File: src/positional_list_store_defines.svh
// assertion macros for the positional list store
// expects clk and rst in the scope of each use
`ifndef POSITIONAL_LIST_STORE_DEFINES_SVH
`define POSITIONAL_LIST_STORE_DEFINES_SVH

// condition that holds at every clock edge outside reset
`define PLS_CHECK(lbl, expr, msg) \
  lbl: assert property (@(posedge clk) disable iff (rst) (expr)) else $error(msg);

// consequent checked in the same cycle as the antecedent
`define PLS_IMPLY(lbl, ante, cons, msg) \
  lbl: assert property (@(posedge clk) disable iff (rst) (ante) |-> (cons)) \
    else $error(msg);

// consequent checked in the cycle after the antecedent
`define PLS_NEXT(lbl, ante, cons, msg) \
  lbl: assert property (@(posedge clk) disable iff (rst) (ante) |=> (cons)) \
    else $error(msg);

`endif

File: src/pls_pkg.sv
// shared types and constants for the positional list store
// no dependencies
`default_nettype none

package pls_pkg;

  // most results a read-all request produces
  localparam int MAX_RESULTS = 16;

  // request operation codes
  typedef enum logic [2:0] {
    FN_INS_FRONT = 3'd0,
    FN_APPEND    = 3'd1,
    FN_INS_AT    = 3'd2,
    FN_UPDATE    = 3'd3,
    FN_DELETE    = 3'd4,
    FN_READ_ALL  = 3'd5
  } func_t;

  // result status codes
  typedef enum logic [1:0] {
    ST_OK     = 2'd0,
    ST_BOUNDS = 2'd1,
    ST_EMPTY  = 2'd2,
    ST_FULL   = 2'd3
  } status_t;

  // controller states
  typedef enum logic {
    S_IDLE = 1'b0,
    S_READ = 1'b1
  } state_t;

  // controller to datapath commands
  typedef struct packed {
    logic edit;      // apply an edit request and load its result
    logic rd_empty;  // load the empty-list result of a read-all
    logic rd_start;  // begin a read-all walk
    logic rd_step;   // advance the read-all walk by one element
  } cmd_t;

  // datapath to controller status
  typedef struct packed {
    logic empty;     // list holds no elements
    logic out_free;  // result register can take a new result this cycle
    logic rd_emit;   // current walk step produces a result
    logic rd_done;   // current walk step is the final one
  } stat_t;

endpackage

`default_nettype wire

File: src/pls_if.sv
// request and result channel interfaces for the positional list store
// depends on nothing beyond the field widths of the list store
`default_nettype none

// request channel: operation, position and value
interface pls_req_if;
  logic               valid;
  logic               ready;
  logic [2:0]         func;
  logic [4:0]         position;
  logic signed [31:0] value;

  modport source (output valid, output func, output position, output value, input ready);
  modport sink   (input valid, input func, input position, input value, output ready);
endinterface

// result channel: status, element, slot, count and last flag
interface pls_rsp_if;
  logic               valid;
  logic               ready;
  logic [1:0]         status;
  logic signed [31:0] element;
  logic [3:0]         slot;
  logic [4:0]         count;
  logic               last;

  modport source (output valid, output status, output element, output slot, output count,
                  output last, input ready);
  modport sink   (input valid, input status, input element, input slot, input count,
                  input last, output ready);
endinterface

`default_nettype wire

File: src/pls_datapath.sv
// datapath of the positional list store: element cell chain, length,
// read-all walk index and result register; uses pls_pkg and the assertion macros
`default_nettype none
`include "positional_list_store_defines.svh"

module pls_datapath #(
  parameter int CAPACITY = 16
) (
  input  wire logic               clk,
  input  wire logic               rst,
  input  wire pls_pkg::cmd_t      cmd,
  output      pls_pkg::stat_t     stat,
  input  wire logic [2:0]         func,
  input  wire logic [4:0]         position,
  input  wire logic signed [31:0] value,
  output      logic               out_valid,
  input  wire logic               out_ready,
  output      logic [1:0]         out_status,
  output      logic signed [31:0] out_element,
  output      logic [3:0]         out_slot,
  output      logic [4:0]         out_count,
  output      logic               out_last
);
  import pls_pkg::*;

  localparam int LEN_W = $clog2(CAPACITY + 1);
  localparam int IDX_W = (CAPACITY > 1) ? $clog2(CAPACITY) : 1;
  localparam int CMP_W = (LEN_W > 5) ? LEN_W : 5;

  logic signed [31:0] cells [CAPACITY];
  logic [LEN_W-1:0]   len;
  logic [LEN_W-1:0]   len_next;
  logic [IDX_W-1:0]   idx;

  logic [CMP_W-1:0]   pos_c;
  logic [CMP_W-1:0]   len_c;
  logic [CMP_W-1:0]   idx_c;
  logic [CMP_W-1:0]   rd_n;
  logic [CMP_W-1:0]   ins_pos;
  logic               full;
  logic               ins_ok;
  logic               upd_ok;
  logic               del_ok;
  status_t            ed_status;
  logic signed [31:0] removed;
  logic               rd_last;
  logic               load;

  // widened operands for the bound compares
  assign pos_c = CMP_W'(position);
  assign len_c = CMP_W'(len);
  assign idx_c = CMP_W'(idx);
  assign full  = len_c >= CMP_W'(CAPACITY);

  // edit decode and status
  always_comb begin
    ins_pos   = '0;
    ins_ok    = 1'b0;
    upd_ok    = 1'b0;
    del_ok    = 1'b0;
    ed_status = ST_OK;
    case (func)
      FN_INS_FRONT: begin
        ins_pos = '0;
        if (full) ed_status = ST_FULL;
        else      ins_ok    = 1'b1;
      end
      FN_APPEND: begin
        ins_pos = len_c;
        if (full) ed_status = ST_FULL;
        else      ins_ok    = 1'b1;
      end
      FN_INS_AT: begin
        ins_pos = pos_c;
        if (pos_c > len_c) ed_status = ST_BOUNDS;
        else if (full)     ed_status = ST_FULL;
        else               ins_ok    = 1'b1;
      end
      FN_UPDATE: begin
        if (pos_c < len_c) upd_ok    = 1'b1;
        else               ed_status = ST_BOUNDS;
      end
      FN_DELETE: begin
        if (len_c == '0)         ed_status = ST_EMPTY;
        else if (pos_c >= len_c) ed_status = ST_BOUNDS;
        else                     del_ok    = 1'b1;
      end
      default: ed_status = ST_OK;
    endcase
  end

  // value taken out by a delete
  always_comb begin
    removed = '0;
    for (int i = 0; i < CAPACITY; i++) begin
      if (CMP_W'(i) == pos_c) removed = cells[i];
    end
  end

  // length after the edit
  always_comb begin
    len_next = len;
    if (cmd.edit && ins_ok)      len_next = len + LEN_W'(1);
    else if (cmd.edit && del_ok) len_next = len - LEN_W'(1);
  end

  // cell chain: insert shifts toward the tail, delete toward the head,
  // a read-all walk rotates the live part through the head cell
  for (genvar g = 0; g < CAPACITY; g++) begin : g_cell
    logic signed [31:0] prev_val;
    logic signed [31:0] next_val;

    if (g == 0) begin : g_head
      assign prev_val = value;
    end else begin : g_body
      assign prev_val = cells[g-1];
    end

    if (g == CAPACITY - 1) begin : g_tail
      assign next_val = cells[0];
    end else begin : g_mid
      assign next_val = cells[g+1];
    end

    always_ff @(posedge clk) begin
      if (cmd.edit && ins_ok) begin
        if (CMP_W'(g) == ins_pos)     cells[g] <= value;
        else if (CMP_W'(g) > ins_pos) cells[g] <= prev_val;
      end else if (cmd.edit && upd_ok) begin
        if (CMP_W'(g) == pos_c) cells[g] <= value;
      end else if (cmd.edit && del_ok) begin
        if (CMP_W'(g) >= pos_c) cells[g] <= next_val;
      end else if (cmd.rd_step) begin
        if (CMP_W'(g + 1) < len_c)       cells[g] <= next_val;
        else if (CMP_W'(g + 1) == len_c) cells[g] <= cells[0];
      end
    end
  end

  // length register
  always_ff @(posedge clk) begin
    if (rst) begin
      len <= '0;
    end else begin
      len <= len_next;
    end
  end

  // read-all walk index
  always_ff @(posedge clk) begin
    if (rst) begin
      idx <= '0;
    end else if (cmd.rd_start) begin
      idx <= '0;
    end else if (cmd.rd_step) begin
      idx <= idx + IDX_W'(1);
    end
  end

  // walk step decode
  assign rd_n         = (len_c < CMP_W'(MAX_RESULTS)) ? len_c : CMP_W'(MAX_RESULTS);
  assign rd_last      = (idx_c + CMP_W'(1)) == rd_n;
  assign stat.rd_emit = idx_c < CMP_W'(MAX_RESULTS);
  assign stat.rd_done = (idx_c + CMP_W'(1)) == len_c;
  assign stat.empty   = (len == '0);
  assign stat.out_free = !out_valid || out_ready;

  assign load = cmd.edit || cmd.rd_empty || (cmd.rd_step && stat.rd_emit);

  // result register valid
  always_ff @(posedge clk) begin
    if (rst) begin
      out_valid <= 1'b0;
    end else if (load) begin
      out_valid <= 1'b1;
    end else if (out_ready) begin
      out_valid <= 1'b0;
    end
  end

  // result register payload
  always_ff @(posedge clk) begin
    if (cmd.edit) begin
      out_status  <= ed_status;
      out_element <= del_ok ? removed : '0;
      out_slot    <= '0;
      out_count   <= 5'(len_next);
      out_last    <= 1'b1;
    end else if (cmd.rd_empty) begin
      out_status  <= ST_EMPTY;
      out_element <= '0;
      out_slot    <= '0;
      out_count   <= '0;
      out_last    <= 1'b1;
    end else if (cmd.rd_step && stat.rd_emit) begin
      out_status  <= ST_OK;
      out_element <= cells[0];
      out_slot    <= 4'(idx);
      out_count   <= 5'(len);
      out_last    <= rd_last;
    end
  end

  // checks
  `PLS_CHECK(a_len_cap, len <= LEN_W'(CAPACITY), "list length exceeds capacity")
  `PLS_IMPLY(a_load_free, load, stat.out_free, "result loaded over a pending result")
  `PLS_NEXT(a_walk_len, cmd.rd_step, $stable(len), "length changed during read-all walk")
  `PLS_NEXT(a_del_len, cmd.edit && del_ok, len == $past(len) - LEN_W'(1),
            "delete did not shorten the list")

endmodule

`default_nettype wire

File: src/pls_ctrl.sv
// controller of the positional list store: request acceptance and read-all walk
// uses pls_pkg command and status types
`default_nettype none

module pls_ctrl (
  input  wire logic           clk,
  input  wire logic           rst,
  input  wire logic           in_valid,
  output      logic           in_ready,
  input  wire logic [2:0]     func,
  input  wire pls_pkg::stat_t stat,
  output      pls_pkg::cmd_t  cmd
);
  import pls_pkg::*;

  state_t state;
  state_t state_next;
  logic   accept;
  logic   step;

  // request acceptance and walk pacing
  assign in_ready = (state == S_IDLE) && stat.out_free;
  assign accept   = in_valid && in_ready;
  assign step     = !stat.rd_emit || stat.out_free;

  // state register
  always_ff @(posedge clk) begin
    if (rst) begin
      state <= S_IDLE;
    end else begin
      state <= state_next;
    end
  end

  // next state
  always_comb begin
    state_next = state;
    case (state)
      S_IDLE: begin
        if (accept && func == FN_READ_ALL && !stat.empty) state_next = S_READ;
      end
      S_READ: begin
        if (step && stat.rd_done) state_next = S_IDLE;
      end
      default: state_next = S_IDLE;
    endcase
  end

  // commands
  always_comb begin
    cmd = '0;
    case (state)
      S_IDLE: begin
        if (accept) begin
          case (func)
            FN_INS_FRONT, FN_APPEND, FN_INS_AT, FN_UPDATE, FN_DELETE: cmd.edit = 1'b1;
            FN_READ_ALL: begin
              cmd.rd_empty = stat.empty;
              cmd.rd_start = !stat.empty;
            end
            default: cmd = '0;
          endcase
        end
      end
      S_READ: cmd.rd_step = step;
      default: cmd = '0;
    endcase
  end

endmodule

`default_nettype wire

File: src/positional_list_store.sv
// Positional list store: an ordered list of up to CAPACITY signed 32-bit
// values edited by position. Insert front, append, insert at, update at and
// delete at each take one request and give one result in the cycle after it
// is accepted; the whole edit, including the shift of the element chain,
// is registered with that result, so edits run at one request per cycle
// while results are taken. A read-all rotates the element chain through its
// head cell once, giving one result per element for the first 16 elements
// (the rest pass silently), and then returns to its original order. New
// requests are held off during that walk and whenever a result waits in the
// output register. No clearing pass follows reset; list entries are only
// read after they have been written.
// top level; uses pls_pkg, pls_if, pls_ctrl and pls_datapath
`default_nettype none

module positional_list_store #(
  parameter int CAPACITY = 16
) (
  input wire logic  clk,
  input wire logic  rst,
  pls_req_if.sink   req_ch,
  pls_rsp_if.source rsp_ch
);
  import pls_pkg::*;

  cmd_t  cmd;
  stat_t stat;
  logic  in_ready;

  assign req_ch.ready = in_ready;

  // request sequencing
  pls_ctrl u_ctrl (
    .clk      (clk),
    .rst      (rst),
    .in_valid (req_ch.valid),
    .in_ready (in_ready),
    .func     (req_ch.func),
    .stat     (stat),
    .cmd      (cmd)
  );

  // list storage and result register
  pls_datapath #(
    .CAPACITY (CAPACITY)
  ) u_datapath (
    .clk         (clk),
    .rst         (rst),
    .cmd         (cmd),
    .stat        (stat),
    .func        (req_ch.func),
    .position    (req_ch.position),
    .value       (req_ch.value),
    .out_valid   (rsp_ch.valid),
    .out_ready   (rsp_ch.ready),
    .out_status  (rsp_ch.status),
    .out_element (rsp_ch.element),
    .out_slot    (rsp_ch.slot),
    .out_count   (rsp_ch.count),
    .out_last    (rsp_ch.last)
  );

endmodule

`default_nettype wire
File: src/flat_wrapper.sv
// flat-port wrapper written by rule: the top's interface ports become plain ports
module positional_list_store_flat import pls_pkg::*;
#(
  parameter int CAPACITY = 16
)
  (clk, rst, req_ch_valid, req_ch_func, req_ch_position, req_ch_value, req_ch_ready, rsp_ch_valid, rsp_ch_status, rsp_ch_element, rsp_ch_slot, rsp_ch_count, rsp_ch_last, rsp_ch_ready);
  pls_req_if req_ch_i ();
  pls_rsp_if rsp_ch_i ();
  input wire logic clk;
  input wire logic rst;
  input wire logic [$bits(req_ch_i.valid)-1:0] req_ch_valid;
  input wire logic [$bits(req_ch_i.func)-1:0] req_ch_func;
  input wire logic [$bits(req_ch_i.position)-1:0] req_ch_position;
  input wire logic [$bits(req_ch_i.value)-1:0] req_ch_value;
  output wire logic [$bits(req_ch_i.ready)-1:0] req_ch_ready;
  output wire logic [$bits(rsp_ch_i.valid)-1:0] rsp_ch_valid;
  output wire logic [$bits(rsp_ch_i.status)-1:0] rsp_ch_status;
  output wire logic [$bits(rsp_ch_i.element)-1:0] rsp_ch_element;
  output wire logic [$bits(rsp_ch_i.slot)-1:0] rsp_ch_slot;
  output wire logic [$bits(rsp_ch_i.count)-1:0] rsp_ch_count;
  output wire logic [$bits(rsp_ch_i.last)-1:0] rsp_ch_last;
  input wire logic [$bits(rsp_ch_i.ready)-1:0] rsp_ch_ready;
  assign req_ch_i.valid = req_ch_valid;
  assign req_ch_i.func = req_ch_func;
  assign req_ch_i.position = req_ch_position;
  assign req_ch_i.value = req_ch_value;
  assign req_ch_ready = req_ch_i.ready;
  assign rsp_ch_valid = rsp_ch_i.valid;
  assign rsp_ch_status = rsp_ch_i.status;
  assign rsp_ch_element = rsp_ch_i.element;
  assign rsp_ch_slot = rsp_ch_i.slot;
  assign rsp_ch_count = rsp_ch_i.count;
  assign rsp_ch_last = rsp_ch_i.last;
  assign rsp_ch_i.ready = rsp_ch_ready;
  positional_list_store #(.CAPACITY(CAPACITY)) u_core (.clk(clk), .rst(rst), .req_ch(req_ch_i), .rsp_ch(rsp_ch_i));
endmodule
File: config.mk
export PLATFORM = sky130hd
export DESIGN_NAME = positional_list_store_flat
export DESIGN_NICKNAME = d
export VERILOG_FILES = /design/src/pls_pkg.sv /design/src/pls_if.sv /design/src/pls_datapath.sv /design/src/pls_ctrl.sv /design/src/positional_list_store.sv /design/src/flat_wrapper.sv
export VERILOG_INCLUDE_DIRS = /design/src /design/src/src
export SDC_FILE = /design/constraint.sdc
export NUM_CORES = 2
export LEC_CHECK = 0
export BUFFER_PORTS_ARGS = -buffer_cell sky130_fd_sc_hd__buf_4
export CAP_MARGIN = 20
export CORE_MARGIN = 10
export CORE_UTILIZATION = 55
export DETAILED_ROUTE_END_ITERATION = 12
export HOLD_SLACK_MARGIN = 0.06
export PLACE_DENSITY = 0.71
export SYNTH_ARGS = -nofsm -noshare
export SYNTH_HDL_FRONTEND = slang
export SYNTH_SLANG_ARGS = --single-unit
File: constraint.sdc
create_clock -name clk -period 23.9 [get_ports clk]
set_input_delay 4.78 -clock clk [delete_from_list [all_inputs] [get_ports clk]]
set_output_delay 4.78 -clock clk [all_outputs]
set_load 0.03 [all_outputs]
==> flow_summary.ini <==
[global_route]
overflow = 0
track_usage = 0.378
grt_max_degree = 123
antenna_found_initial = 2
grt_pass1_wl_microns = 236000
grt_pass1_vias = 36100

[timing]
fin_crit_ps = 10240
fin_skew_ps = 25.1
hold_violations = 0
finalMaxSlewViolations = 0
fin_setup_tns_ps = 0
max_freq_mhz = 97.6
setup_viol = 0
slew-limit-headroom = 0.217
worst_pin_slew_ps = 1170
period_share = 0.429
rsz0062_at_grt = false

[setup_path]
r2r_slack_ps = 18040
cp_slowest_cell = nor2b_1
path_max_fanout = 4
slowest_delay_ps = 280
cp_cell_sequence = buf_4 -> nor2b_1 -> nor2_1 -> buf_4
arrival_ps = 5460
critical_path_class = in2out
worstSetupEndpointType = output port
path_delay_family = simple AND/OR/NAND/NOR gates
critPathBufInv = 2
required_ps = 19120
cp_common_cell = buf_4
start_kind = input port

[clocking]
cts_hold_buf = 0
clockBufferDepth = 3
cts_tree = done
clk_pin_slew_worst_paths_ps = 50
clock_latency_ps = 670
clockRootBuffer = clkbuf_16
htree_levels = 3
cts_buffers = 68
postCtsSetupBuffers = 0
cts_resized = 0
clock_sinks = 567

[synthesis]
yosys.area.top_type_share = 0.431
yosys_warnings = 0
syn_nets = 4100
yosysSeqAreaShare = 0.440
synth_edf_count = 551
synth_fa_ha_area_frac = 0.00359
postSynthAreaPerCell_sq_um = 9.49
yosys.area_share.simple = 0.104
yosysMostFrequentCell = edfxtp_1
synth_mux_area_frac = 0.0917
synth_compound_area_frac = 0.297
ys_top_cells_by_area = edfxtp_1, mux2i_1, a22oi_1, o21ai_0, a21oi_1
synth_xor_area_frac = 0.00251
yosys.area.top_type = edfxtp_1
synth-async-reset-ratio = 0
ys_top_cells_by_count = edfxtp_1, clkbuf_1, nand2_1, o21ai_0, a21oi_1
yosys_most_used_dff = edfxtp_1
postSynthCellCount = 4045
yosys_register_bits = 567
syn_area_sq_um = 38400
ys_types = 90
synth_top_family_by_area = compound AO/OA/AOI/OAI gates

[die]
rows = 96
die_w_microns = 284
io_pins = 90
core_area_sq_um = 68800
dieArea_sq_um = 80700
start_util = 0.558
die_y_microns = 284

[power]
leakagePower_nw = 13.5
fin_total_pwr_mw = 2.54
power.density_nw_per_um2 = 61.5
peakVddDrop_mv = 0.0399

[layout]
fillers = 5962
drive_gt1_frac = 0.131
final_nets = 3842
syn2layout_area_growth_pct = 7.73
num_antenna_cells = 0

[drt]
wirelength_microns = 160000
drcViolationCount = 0
vias_per_cell = 7.97
postRouteAntennaNets = 0
dr.pass1.iters = 7
dr_total_vias = 38000
first_iter_violations = 6687
wl_per_cell_microns = 33.6

[status]
status = complete, no violations

[placement]
gp_congestion = 0.983
dp_hpwl_microns = 105000
port_buffers = 89

[worst_hold_path]
hp-class = reg2reg

[job]
maxCapViolations = 0
## power breakdown
part / leakage, nW / total (mW) / switching [mW] / internal (mW)
combinational: 7.29 / 0.343 / 0.233 / 0.110
sequential: 5.17 / 1.18 / 0.0402 / 1.14
clock: 1.00 / 1.02 / 0.452 / 0.565
## layer usage
layer | vias to the layer above | global-route usage | wire length (microns)
met5 | - | 0 | 28
met4 | 4 | 0.275 | 14300
met3 | 897 | 0.0797 | 19000
met2 | 3467 | 0.586 | 71600
met1 | 18300 | 0.464 | 55200
li1 | 15400 | - | -
## sequential cells by signal, summed over array words and instances (netlist names)
register	cells
u_core.u_datapath.cells	512
u_core.u_datapath.out_element	32
u_core.u_datapath.len	5
u_core.u_datapath.out_count	5
u_core.u_datapath.idx	4
u_core.u_datapath.out_slot	4
u_core.u_datapath.out_status	2
u_core.u_ctrl.state	1
u_core.u_datapath.out_last	1
u_core.u_datapath.out_valid	1
## placed cells by master, fill, tap and decap left out, types with 13 or more instances in the layout
master     instances
a211o_1           16
a211oi_1          69
a21oi_1          287
a221o_1           34
a221oi_1          13
a22o_1            14
a22oi_1          227
a311oi_1          68
a311oi_2          30
a31oi_1          194
and2_1            38
buf_4            187
clkbuf_1          16
clkbuf_16         70
clkinv_1          20
dfxtp_1           16
edfxtp_1         551
inv_1             39
mux2_1            17
mux2_2            77
mux2i_1          215
nand2_1          309
nand3_1           76
nand3b_1          14
nand4_1           44
nor2_1           209
nor3_1            61
o211ai_1          67
o21a_1            16
o21ai_0          301
o21ai_1           63
o221ai_1          21
o22ai_1          103
o2bb2ai_1         16
o31ai_1          101
or4b_2            14
## logic make-up after synthesis
family | count (synthesis)
XOR/XNOR | 11
flip-flops | 567
adder cells (fa/ha/maj) | 11
AND/OR/NAND/NOR | 860
multiplexers | 326
buffers and inverters | 566
AO/OA/AOI/OAI | 1704
## worst min-delay path, cell delays in order (launching register included)
cell and delay [ps]:
dfxtp_1 310, nand2_1 50, a21oi_1 50
## through the flow
stage	cells	cell area (sq um)	utilization	hold slack, ps	worst slack, ps
final	4768	41300	0.601	458	13660
after global routing	4768	41300	0.601	483	13580
after CTS	4763	41200	0.599	461	13660
after detailed placement	4643	39200	0.569	452	13660
after global placement	4642	39100	0.569	451	13670
after floorplan	4045	38400	-	462	12750
## area by class of cell
type                    count  area [sq um]  share of cell area
clock buffers              88          1840              0.0445
clock inverters            32           220             0.00533
inverters                  42           158             0.00381
multi-input cells        2912         19500               0.472
flip-flops and latches    567         16900               0.408
well taps                 931          1160              0.0282
repair buffers            196          1590              0.0383
## final timing paths
check	startpoint	end	cells after the start
setup reg to reg	u_core.u_datapath.len[4]$_SDFF_PP0_	u_core.u_datapath.cells[0][5]$_DFFE_PP_	8
hold / removal	u_core.u_datapath.out_slot[0]$_SDFFE_PP0P_	u_core.u_datapath.out_slot[0]$_SDFFE_PP0P_	2
hold reg to reg	u_core.u_datapath.out_slot[0]$_SDFFE_PP0P_	u_core.u_datapath.out_slot[0]$_SDFFE_PP0P_	2
setup / recovery	rsp_ch_ready	req_ch_ready	4
Power figures use the tool's default switching activity.
